File: config.mk
export PLATFORM = sky130hd
export DESIGN_NAME = deadline_timer_queue
export DESIGN_NICKNAME = d
export VERILOG_FILES = /design/src/rtl/core/dtq_pkg.sv /design/src/rtl/core/dtq_datapath.sv /design/src/rtl/core/dtq_ctrl.sv /design/src/rtl/core/deadline_timer_queue.sv
export SDC_FILE = /design/constraint.sdc
export NUM_CORES = 2
export LEC_CHECK = 0
export ABC_AREA = 1
export BUFFER_PORTS_ARGS = -buffer_cell sky130_fd_sc_hd__buf_2
export CORE_ASPECT_RATIO = 1.25
export CORE_UTILIZATION = 35
export CTS_CLUSTER_DIAMETER = 120
export DETAILED_ROUTE_END_ITERATION = 10
export PLACE_DENSITY_LB_ADDON = 0.05
export SLEW_MARGIN = 40
export SYNTH_ARGS = -nofsm -noshare
export SYNTH_HDL_FRONTEND = slang
export SYNTH_SLANG_ARGS = --single-unit
File: constraint.sdc
create_clock -name clk -period 4.5 [get_ports clk]
set_input_delay 0.45 -clock clk [delete_from_list [all_inputs] [get_ports clk]]
set_output_delay 0.45 -clock clk [all_outputs]
set_load 0.005 [all_outputs]
File: src/rtl/core/dtq_pkg.sv
// ----------------------------------------------------------------------------
// dtq_pkg: shared types and constants of the deadline timer queue
// Table size, field widths, operation and status codes, and the command and
// status groups that pass between the controller and the datapath.
// ----------------------------------------------------------------------------
package dtq_pkg;

  localparam int TABLE_DEPTH = 16;
  localparam int TIME_BITS   = 32;
  localparam int MAX_RESULTS = 16;

  // Port field widths
  localparam int OP_W     = 2;
  localparam int DL_W     = 32;
  localparam int OWNER_W  = 8;
  localparam int STATUS_W = 3;

  // Stored time width: ticks are taken modulo 2^TIME_BITS, ports carry 32 bits
  localparam int TIME_W = (TIME_BITS < DL_W) ? TIME_BITS : DL_W;

  // Fired-result counter, able to hold MAX_RESULTS itself
  localparam int CNT_W = $clog2(MAX_RESULTS + 1);

  // Operation codes
  localparam logic [OP_W-1:0] OP_INSERT = 2'd0;
  localparam logic [OP_W-1:0] OP_CANCEL = 2'd1;
  localparam logic [OP_W-1:0] OP_CHECK  = 2'd2;

  // Result status codes
  localparam logic [STATUS_W-1:0] ST_INSERTED  = 3'd0;
  localparam logic [STATUS_W-1:0] ST_FULL      = 3'd1;
  localparam logic [STATUS_W-1:0] ST_CANCELLED = 3'd2;
  localparam logic [STATUS_W-1:0] ST_NOT_FOUND = 3'd3;
  localparam logic [STATUS_W-1:0] ST_FIRED     = 3'd4;
  localparam logic [STATUS_W-1:0] ST_NOTHING   = 3'd5;

  // Controller -> datapath
  typedef struct packed {
    logic                load_req;    // capture the request on transfer
    logic                insert;      // sorted insert of the request
    logic                cancel;      // kill the first live match
    logic                pop;         // drop the front entry, shift down
    logic                emit;        // load the output register
    logic [STATUS_W-1:0] emit_status;
    logic                emit_last;
  } dtq_cmd_t;

  // Datapath -> controller
  typedef struct packed {
    logic [OP_W-1:0] op;
    logic            full;        // every slot occupied
    logic            cancel_hit;  // a live entry matches the cancel
    logic            front_due;   // front slot occupied and due
    logic            front_live;  // front slot not cancelled
    logic            more_due;    // a live due entry sits behind the front
  } dtq_sts_t;

endpackage

File: src/rtl/core/dtq_datapath.sv
// ----------------------------------------------------------------------------
// dtq_datapath: timer table, request register and output register
// Sorted slot array with parallel compare, shift-up insert, shift-down pop,
// and lowest-match cancel.
// ----------------------------------------------------------------------------
module dtq_datapath (
  input  logic                              clk,
  input  logic                              rst_n,
  input  dtq_pkg::dtq_cmd_t                 cmd,
  output dtq_pkg::dtq_sts_t                 sts,
  input  logic [dtq_pkg::OP_W-1:0]          in_operation,
  input  logic [dtq_pkg::DL_W-1:0]          in_deadline,
  input  logic [dtq_pkg::DL_W-1:0]          in_current_tick,
  input  logic [dtq_pkg::OWNER_W-1:0]       in_owner_id,
  output logic [dtq_pkg::STATUS_W-1:0]      out_status,
  output logic [dtq_pkg::OWNER_W-1:0]       out_fired_owner,
  output logic [dtq_pkg::DL_W-1:0]          out_fired_deadline,
  output logic                              out_last_result
);
  import dtq_pkg::*;

  logic [TIME_W-1:0]      slot_dl_r    [TABLE_DEPTH];
  logic [OWNER_W-1:0]     slot_owner_r [TABLE_DEPTH];
  logic [TABLE_DEPTH-1:0] slot_occ_r;
  logic [TABLE_DEPTH-1:0] slot_live_r;

  logic [OP_W-1:0]        req_op_r;
  logic [TIME_W-1:0]      req_dl_r;
  logic [TIME_W-1:0]      req_tick_r;
  logic [OWNER_W-1:0]     req_owner_r;

  logic [STATUS_W-1:0]    out_status_r;
  logic [OWNER_W-1:0]     out_owner_r;
  logic [DL_W-1:0]        out_dl_r;
  logic                   out_last_r;

  logic [TABLE_DEPTH-1:0] gt;      // slot deadline beyond request deadline
  logic [TABLE_DEPTH-1:0] due;     // slot deadline at or below tick
  logic [TABLE_DEPTH-1:0] hit;     // live match for cancel
  logic [TABLE_DEPTH-1:0] hit_first;

  always_comb begin
    for (int i = 0; i < TABLE_DEPTH; i++) begin
      gt[i]  = slot_occ_r[i] && (slot_dl_r[i] > req_dl_r);
      due[i] = slot_occ_r[i] && (slot_dl_r[i] <= req_tick_r);
      hit[i] = slot_occ_r[i] && slot_live_r[i] && (slot_dl_r[i] == req_dl_r) &&
               (slot_owner_r[i] == req_owner_r);
    end
    hit_first = hit & (~hit + TABLE_DEPTH'(1));
  end

  assign sts.op         = req_op_r;
  assign sts.full       = slot_occ_r[TABLE_DEPTH-1];
  assign sts.cancel_hit = |hit;
  assign sts.front_due  = due[0];
  assign sts.front_live = slot_live_r[0];
  assign sts.more_due   = |(due[TABLE_DEPTH-1:1] & slot_live_r[TABLE_DEPTH-1:1]);

  // Request capture
  always_ff @(posedge clk) begin
    if (cmd.load_req) begin
      req_op_r    <= in_operation;
      req_dl_r    <= TIME_W'(in_deadline);
      req_tick_r  <= TIME_W'(in_current_tick);
      req_owner_r <= in_owner_id;
    end
  end

  // Slot table
  always_ff @(posedge clk) begin
    if (!rst_n) begin
      slot_occ_r  <= '0;
      slot_live_r <= '0;
    end else if (cmd.insert) begin
      for (int i = 0; i < TABLE_DEPTH; i++) begin
        if (i > 0 && gt[i-1]) begin
          slot_occ_r[i]  <= slot_occ_r[i-1];
          slot_live_r[i] <= slot_live_r[i-1];
        end else if ((!slot_occ_r[i] || gt[i]) &&
                     (i == 0 || slot_occ_r[i-1])) begin
          slot_occ_r[i]  <= 1'b1;
          slot_live_r[i] <= 1'b1;
        end
      end
    end else if (cmd.cancel) begin
      slot_live_r <= slot_live_r & ~hit_first;
    end else if (cmd.pop) begin
      slot_occ_r  <= {1'b0, slot_occ_r[TABLE_DEPTH-1:1]};
      slot_live_r <= {1'b0, slot_live_r[TABLE_DEPTH-1:1]};
    end
  end

  always_ff @(posedge clk) begin
    if (cmd.insert) begin
      for (int i = 0; i < TABLE_DEPTH; i++) begin
        if (i > 0 && gt[i-1]) begin
          slot_dl_r[i]    <= slot_dl_r[i-1];
          slot_owner_r[i] <= slot_owner_r[i-1];
        end else if ((!slot_occ_r[i] || gt[i]) &&
                     (i == 0 || slot_occ_r[i-1])) begin
          slot_dl_r[i]    <= req_dl_r;
          slot_owner_r[i] <= req_owner_r;
        end
      end
    end else if (cmd.pop) begin
      for (int i = 0; i < TABLE_DEPTH - 1; i++) begin
        slot_dl_r[i]    <= slot_dl_r[i+1];
        slot_owner_r[i] <= slot_owner_r[i+1];
      end
    end
  end

  // Output register: fired results carry the front entry, others echo
  always_ff @(posedge clk) begin
    if (cmd.emit) begin
      out_status_r <= cmd.emit_status;
      out_last_r   <= cmd.emit_last;
      if (cmd.emit_status == ST_FIRED) begin
        out_owner_r <= slot_owner_r[0];
        out_dl_r    <= DL_W'(slot_dl_r[0]);
      end else begin
        out_owner_r <= req_owner_r;
        out_dl_r    <= DL_W'(req_dl_r);
      end
    end
  end

  assign out_status         = out_status_r;
  assign out_fired_owner    = out_owner_r;
  assign out_fired_deadline = out_dl_r;
  assign out_last_result    = out_last_r;

endmodule

File: src/rtl/core/dtq_ctrl.sv
// ----------------------------------------------------------------------------
// dtq_ctrl: sequencing of one request through the datapath
// Two-state machine, fired-result count and output valid flag.
// ----------------------------------------------------------------------------
module dtq_ctrl (
  input  logic              clk,
  input  logic              rst_n,
  input  logic              in_valid,
  output logic              in_ready,
  output logic              out_valid,
  input  logic              out_ready,
  output dtq_pkg::dtq_cmd_t cmd,
  input  dtq_pkg::dtq_sts_t sts
);
  import dtq_pkg::*;

  localparam logic S_IDLE = 1'b0;
  localparam logic S_EXEC = 1'b1;

  logic             state_r, state_nxt;
  logic [CNT_W-1:0] cnt_r, cnt_nxt;
  logic             out_valid_r, out_valid_nxt;
  logic             out_free;
  logic             cap;

  assign out_free = !out_valid_r || out_ready;
  assign cap      = (cnt_r == CNT_W'(MAX_RESULTS));

  always_comb begin
    cmd           = '0;
    state_nxt     = state_r;
    cnt_nxt       = cnt_r;
    in_ready      = 1'b0;
    case (state_r)
      S_IDLE: begin
        in_ready = 1'b1;
        if (in_valid) begin
          cmd.load_req = 1'b1;
          cnt_nxt      = '0;
          state_nxt    = S_EXEC;
        end
      end
      S_EXEC: begin
        case (sts.op)
          OP_INSERT: begin
            if (out_free) begin
              cmd.insert      = !sts.full;
              cmd.emit        = 1'b1;
              cmd.emit_status = sts.full ? ST_FULL : ST_INSERTED;
              cmd.emit_last   = 1'b1;
              state_nxt       = S_IDLE;
            end
          end
          OP_CANCEL: begin
            if (out_free) begin
              cmd.cancel      = sts.cancel_hit;
              cmd.emit        = 1'b1;
              cmd.emit_status = sts.cancel_hit ? ST_CANCELLED : ST_NOT_FOUND;
              cmd.emit_last   = 1'b1;
              state_nxt       = S_IDLE;
            end
          end
          OP_CHECK: begin
            if (sts.front_due && !(sts.front_live && cap)) begin
              if (!sts.front_live) begin
                cmd.pop = 1'b1;  // dead entry leaves silently
              end else if (out_free) begin
                cmd.pop         = 1'b1;
                cmd.emit        = 1'b1;
                cmd.emit_status = ST_FIRED;
                cmd.emit_last   = !sts.more_due ||
                                  (cnt_r == CNT_W'(MAX_RESULTS - 1));
                cnt_nxt         = cnt_r + CNT_W'(1);
              end
            end else if (cnt_r != '0) begin
              state_nxt = S_IDLE;
            end else if (out_free) begin
              cmd.emit        = 1'b1;
              cmd.emit_status = ST_NOTHING;
              cmd.emit_last   = 1'b1;
              state_nxt       = S_IDLE;
            end
          end
          default: state_nxt = S_IDLE;  // unused code: no result
        endcase
      end
      default: state_nxt = S_IDLE;
    endcase
  end

  always_comb begin
    out_valid_nxt = out_valid_r;
    if (cmd.emit) begin
      out_valid_nxt = 1'b1;
    end else if (out_ready) begin
      out_valid_nxt = 1'b0;
    end
  end

  always_ff @(posedge clk) begin
    if (!rst_n) begin
      state_r     <= S_IDLE;
      cnt_r       <= '0;
      out_valid_r <= 1'b0;
    end else begin
      state_r     <= state_nxt;
      cnt_r       <= cnt_nxt;
      out_valid_r <= out_valid_nxt;
    end
  end

  assign out_valid = out_valid_r;

endmodule

File: src/rtl/core/deadline_timer_queue.sv
// ----------------------------------------------------------------------------
// deadline_timer_queue: sorted timer queue
// Holds up to TABLE_DEPTH (deadline, owner) timers sorted by deadline, ties
// in insertion order. Insert, cancel (marks dead) and check (pops all due
// entries, firing the live ones) requests.
//
//   Channel  Direction  Handshake            Payload
//   in_      input      in_valid/in_ready    operation, deadline,
//                                            current_tick, owner_id
//   out_     output     out_valid/out_ready  status, fired_owner,
//                                            fired_deadline, last_result
//
// Sequencing: a request is captured on transfer, then executed; insert and
//   cancel each emit one result. A check pops one front entry per cycle,
//   a dead one freely, a live one only when the output register is free.
// Reset: rst_n clears occupancy, live flags, state and out_valid; no sweep.
// Stalls: the output register holds one result; execution waits while it
//   is full and not being taken. One request in flight at a time.
// ----------------------------------------------------------------------------
module deadline_timer_queue (
  input  logic                         clk,
  input  logic                         rst_n,
  input  logic                         in_valid,
  output logic                         in_ready,
  input  logic [dtq_pkg::OP_W-1:0]     in_operation,
  input  logic [dtq_pkg::DL_W-1:0]     in_deadline,
  input  logic [dtq_pkg::DL_W-1:0]     in_current_tick,
  input  logic [dtq_pkg::OWNER_W-1:0]  in_owner_id,
  output logic                         out_valid,
  input  logic                         out_ready,
  output logic [dtq_pkg::STATUS_W-1:0] out_status,
  output logic [dtq_pkg::OWNER_W-1:0]  out_fired_owner,
  output logic [dtq_pkg::DL_W-1:0]     out_fired_deadline,
  output logic                         out_last_result
);
  import dtq_pkg::*;

  dtq_cmd_t cmd;  // controller commands to the datapath
  dtq_sts_t sts;  // table and request status back to the controller

  // Sequencer: request capture, per-op execution, check pop loop
  dtq_ctrl u_ctrl (
    .clk       (clk),
    .rst_n     (rst_n),
    .in_valid  (in_valid),
    .in_ready  (in_ready),
    .out_valid (out_valid),
    .out_ready (out_ready),
    .cmd       (cmd),
    .sts       (sts)
  );

  // Table, request and output registers
  dtq_datapath u_datapath (
    .clk                (clk),
    .rst_n              (rst_n),
    .cmd                (cmd),
    .sts                (sts),
    .in_operation       (in_operation),
    .in_deadline        (in_deadline),
    .in_current_tick    (in_current_tick),
    .in_owner_id        (in_owner_id),
    .out_status         (out_status),
    .out_fired_owner    (out_fired_owner),
    .out_fired_deadline (out_fired_deadline),
    .out_last_result    (out_last_result)
  );

endmodule
### Yosys cells after proc, flatten, opt, wreduce, memory -nomap -nowiden

Memory sizes are Yosys's and may differ from the RTL's.
Cells that the tools add are included.

| word-level totals | value |
|---|---|
| memories | 2 |
| output and inout port bits | 46 |
| bits of input ports | 78 |
| register bits | 157 |
| memory bits (writable) | 640 |

Memories:

| name | depth | bits a word | read ports | clocked after memory_dff | write ports | RTL line | RTL |
|---|---|---|---|---|---|---|---|
| u_datapath.slot_dl_r | 16 | 32 | 16 | 0 | 16 | dtq_datapath.sv:22 | `logic [TIME_W-1:0] slot_dl_r [TABLE_DEPTH];` |
| u_datapath.slot_owner_r | 16 | 8 | 16 | 0 | 16 | dtq_datapath.sv:23 | `logic [OWNER_W-1:0] slot_owner_r [TABLE_DEPTH];` |

| operators by class | value |
|---|---|
| add/sub/neg operators | 2 |
| eq/ne operators | 59 |
| reduce and logical (&&, ||, !) cells | 175 |
| mux-type cells | 259 |
| $lt $le $gt $ge | 32 |
| bitwise operators | 66 |

Operators by type and width:

| operator | count |
|---|---|
| $mux 32 | 31 |
| $eq 32x32->1 | 16 |
| $gt 32x32->1 | 16 |
| $le 32x32->1 | 16 |
| $mux 8 | 32 |
| $mux 1 | 174 |
| $eq 8x8->1 | 16 |
| $logic_and 1x1->1 | 97 |
| $mux 16 | 6 |
| $or 1x1->1 | 60 |
| $mux 5 | 11 |
| $reduce_and 3->1 | 16 |
| $ne 3x1->1 const B | 15 |
| $and 16x16->16 | 2 |
| $not 16->16 | 2 |
| $reduce_and 2->1 | 16 |
| $logic_not 1->1 | 19 |
| $logic_or 1x1->1 | 18 |
| $add 16x1->16 const B | 1 |
| $reduce_or 16->1 | 1 |
| $and 15x15->15 | 1 |
| $pmux 5 s3 | 1 |
| $reduce_or 15->1 | 1 |
| $pmux 5 s2 | 1 |
| 17 further kinds | 24 |

### Longest topological paths before layout

An unclocked memory read counts as a cell.

| logic depth | value |
|---|---|
| depth after elaboration | 16 |
| mapped depth | 21 |
| mapped depth without buffers | 20 |

### Cells and area by module

From an unflattened synthesis, not the netlist that was laid out.

| second synthesis, totals | value |
|---|---|
| cells, all modules | 8808 |
| area, all modules | 67292.0 um^2 |

Modules (own cells, without submodules):

| module | sequential area each (um^2) | times used | cells an instance | area an instance (um^2) |
|---|---|---|---|---|
| dtq_datapath | 23402.4 | 1 | 8719 | 66720.2 |
| dtq_ctrl | 140.1 | 1 | 89 | 571.8 |

### Least setup slack after synthesis

Ideal clock, no wire load.

| timing | value |
|---|---|
| kind | reg2reg |
| from | reg u_datapath.req_tick_r[11] |
| to | mem u_datapath.slot_dl_r[0][0] (netlist name) (enable) |
| slack | 398 ps |
| cell stages (with the launch flop) | 15 |
| buffers on the path | 0 |
| period minus slack after synthesis | 4102 ps |
| arrival | 3664 ps |
| cell sequence | edfxtp_1 -> inv_1 -> ha_1 -> a21oi_1 -> o21a_1 -> nor2_1 -> nor2_1 -> nand2_1 -> nand2_1 -> nand2_1 -> nand2_1 -> nand3_2 -> nand2_1 -> inv_1 -> nor2_1 |

RTL lines:

| element | RTL line | RTL |
|---|---|---|
| from (decl) | dtq_datapath.sv:29 | `logic [TIME_W-1:0] req_tick_r;` |
| from (signal assigned) | dtq_datapath.sv:64 | `req_tick_r <= TIME_W'(in_current_tick);` |
| to (decl) | dtq_datapath.sv:22 |  |

==> run_results.csv <==
group,metric,value,unit
outcome,status,"finished, final reports clean",
clock_tree,cts_buffers,99,
clock_tree,clock-root-buffer,"clkbuf_16",
drt,route.detailed.drc,0,
clock_tree,cts.repair.resized,0,
worst_setup_path,cp_max_fo,24,
worst_setup_path,critical_path.cell_chain,"ha_1, inv_1, a21oi_1, o21ai_0, nand2_1, o211ai_1, nand2_1, nand2_1, nand2_1, nand2_1, nand2_1, nand2_1, nand2_1, nand2_1, nand2_1, inv_2, buf_12",
pwr,ir_worst_vdd,0.0003424,V
synth,yosysTopAreaCellShare,0.3535,
timing,fin_crit,4.332,ns
place,finalWeightedCongestion,0.9859,
synth,syn_area,64390,sq um
worst_setup_path,start_kind,"register",
worst_setup_path,end_kind,"register",
floorplan,chipWidth,385.6,microns
timing,clock_skew,0.03541,ns
pwr,leakage,0.03266,uW
clock_tree,cts_sinks,797,
global_route,track_usage,0.3252,
synth,netlist_instances,7981,
synth,yosysWarningCount,0,
worst_setup_path,critPathSlowestCell,"edfxtp_1",
synth,synth_edf_count,758,
global_route,grt_max_degree,117,
worst_setup_path,max_stage_delay,0.72,ns
place,pre_cts_ws,0.3299,ns
run,max_cap_viol_count,0,
drt,wirelength,306300,microns
synth,synth.most_common_cell,"nand2_1",
timing,post-route-period-util,0.9627,
synth,syn_nets,9086,
drt,vias_per_cell,5.672,
synth,ys_seq_area_frac,0.3656,
worst_setup_path,cp.required,4.94,ns
floorplan,std_cell_rows,175,
global_route,grt_overflow_total,0,
pwr,power.density,263.1,nW/um^2
place,place_hpwl,236000,microns
clock_tree,cts.reportedPaths.clkPinSlew,0.07,ns
global_route,antenna_found_initial,8,
clock_tree,insertion_delay,0.78,ns
cells_and_area,syn_to_final_growth,15.45,%
worst_setup_path,crit_buf_inv,3,
timing,maxSlewHeadroom,0.3493,
floorplan,die-area,185700,sq um
synth,async_flop_share,0,
drt,drt-wirelength-per-cell,28.44,microns
timing,rsz0062_at_grt,"false",
synth,synthTopCellsByArea,"edfxtp_1 35%, ha_1 20%, nand2_1 12%, o21ai_0 6.5%, a21oi_1 6.2%",
timing,maxSlewViolCount,0,
worst_setup_path,cp_data_arrival_time,4.77,ns
drt,num_vias,61100,
timing,fmax,230.8,MHz
floorplan,dieHeight,481.6,microns
min_path,hp-class,"input port to register",
global_route,grt_pass1_vias,58290,
synth,synth_ff_type,"edfxtp_1",
floorplan,coreArea,182400,sq um
drt,postRouteAntennaNets,0,
cells_and_area,fin_nets,9404,
synth,yosys.area.top_type,"edfxtp_1",
synth,synthDistinctLibCells,53,
clock_tree,cts_buffer_depth,3,
global_route,grt_pass1_wl,430300,microns
worst_setup_path,crit_top_cell,"nand2_1",
floorplan,initial_core_util,0.3530,
timing,tightest_slew,0.9760,ns
timing,fin_tns_setup,0,ns
synth,synth.avg_cell_area,8.068,sq um
place,placement.io_buffers,123,
clock_tree,cts_tree,"done",
drt,dr.pass1.iters,7,
clock_tree,htreeDepth,3,
worst_setup_path,cpLargestDelayFamily,"simple AND/OR/NAND/NOR gates",
synth,ys_ff_latch,797,
timing,postLayoutSetupSlackWorst,0.1680,ns
timing,setup-violations-final,0,
cells_and_area,drive_above_1_share,0.08306,
drt,drtIter0Drc,5700,
synth,synthTopCellsByCount,"2013 x nand2_1, 1027 x ha_1, 841 x o21ai_0, 796 x a21oi_1, 758 x edfxtp_1",
floorplan,io_pins,124,
worst_setup_path,crit_type,"register to register",
timing,hold_viol,0,
==> power breakdown <==
part / total (uW) / switching [uW] / internal, uW
clock: 8220 / 3710 / 4510
combinational: 2900 / 1950 / 951
sequential: 8440 / 174 / 8260
==> layer usage <==
layer | track usage | part of all wire | vias up
met1 | 0.4050 | 0.41 | 29580
met2 | 0.5468 | 0.48 | 2287
met5 | 0 | 0.00014 | -
met4 | 0.1715 | 0.059 | 6
li1 | - | - | 28680
met3 | 0.04033 | 0.060 | 546
==> layout by cell type (no fill, tap or decap), types with 4 or more instances in the layout <==
cell / instances
dfxtp_1: 39
and2_1: 12
inv_2: 25
bufinv_16: 7
dlygate4sd3_1: 74
xnor2_1: 35
nand2_1: 2011
clkinv_2: 19
clkbuf_8: 4
o211ai_1: 195
nor2_1: 676
nand3b_1: 36
nor2_4: 7
buf_12: 86
o21ai_0: 840
o21a_1: 37
buf_2: 123
nor3_2: 6
o21ai_1: 5
o221ai_1: 82
edfxtp_1: 758
nand3_1: 151
inv_4: 5
a211oi_1: 19
nand4_1: 122
diode_2: 4
nand2_2: 11
nor3_1: 53
clkinv_1: 24
ha_1: 1027
clkbuf_16: 99
nor4_1: 14
a31oi_1: 34
a21oi_1: 796
buf_4: 271
nand3_4: 8
clkbuf_1: 19
inv_1: 603
==> cell type report <==
cell class / instances / area [sq um]
sequential: 797 / 23540
clock buffer: 122 / 2604
tap: 2389 / 2989
timing repair buffer: 554 / 5112
antenna: 4 / 10.01
fill: 18630 / 108100
multi-input combinational: 6210 / 37130
inverter: 637 / 2412
clock inverter: 59 / 539.3
==> final timing paths <==
kind,startpoint,end,slack (ns),depth (start not counted)
worst max-delay path,u_datapath.req_dl_r[0]$_DFFE_PP_,u_datapath.slot_dl_r[3][74]$_DFFE_PP_,0.17,17
worst min-delay path,out_ready,u_ctrl.out_valid$_SDFFE_PN0P_,0.07,4
worst max register to register,u_datapath.req_dl_r[0]$_DFFE_PP_,u_datapath.slot_dl_r[3][74]$_DFFE_PP_,0.17,17
worst min register to register,u_ctrl.cnt_r[4]$_SDFFE_PN0P_,u_ctrl.cnt_r[4]$_SDFFE_PN0P_,0.49,2
==> worst reg2reg max path, stage by stage, from the launching register on <==
cell	delay [ns]
edfxtp_1	0.72
ha_1	0.36
inv_1	0.05
a21oi_1	0.05
o21ai_0	0.43
nand2_1	0.11
o211ai_1	0.22
nand2_1	0.33
nand2_1	0.37
nand2_1	0.10
nand2_1	0.32
nand2_1	0.09
nand2_1	0.13
nand2_1	0.07
nand2_1	0.15
nand2_1	0.11
inv_2	0.12
buf_12	0.23
==> timing repair <==
| action | CTS | global route |
|---|---|---|
| endpoints found under the hold margin | 74 | 0 |
| hold buffers | 74 | 0 |
| setup buffers | 0 | 0 |
==> flip-flops by register name (all words and copies together), names as in the netlist, 2 cells and up <==
signal,flops
u_ctrl.cnt_r,5
u_datapath.out_fired_deadline,32
u_datapath.out_fired_owner,8
u_datapath.out_status,3
u_datapath.req_dl_r,32
u_datapath.req_op_r,2
u_datapath.req_owner_r,8
u_datapath.req_tick_r,32
u_datapath.slot_dl_r,512
u_datapath.slot_live_r,16
u_datapath.slot_occ_r,16
u_datapath.slot_owner_r,128
==> stage by stage <==
stage | total power [uW] | area, sq um | utilization | instances | hold WS (ns)
2_1_floorplan | 10090 | 64390 | - | 7981 | 0.4524
3_3_place_gp | 11350 | 70440 | 0.3862 | 10510 | 0.4717
3_5_place_dp | 11400 | 70440 | 0.3862 | 10510 | 0.4757
4_1_cts | 19670 | 74330 | 0.4075 | 10770 | 0.01929
5_1_grt | 20230 | 74330 | 0.4075 | 10770 | 0.06878
6_report | 19560 | 74340 | 0.4076 | 10770 | 0.06809
==> kinds of logic (layout without fill, tap and decap cells) <==
group | after synthesis | in the layout | share of synthesized area
buf+inv | 974 | 1372 | 0.06039
compound gates | 2019 | 2019 | 0.1726
fa+ha+maj | 1027 | 1027 | 0.1996
other cells | 0 | 4 | 0
xor+xnor | 37 | 37 | 0.005149
flops | 797 | 797 | 0.3656
simple gates | 3127 | 3127 | 0.1967
No activity file was read; power rests on OpenSTA's default activity.
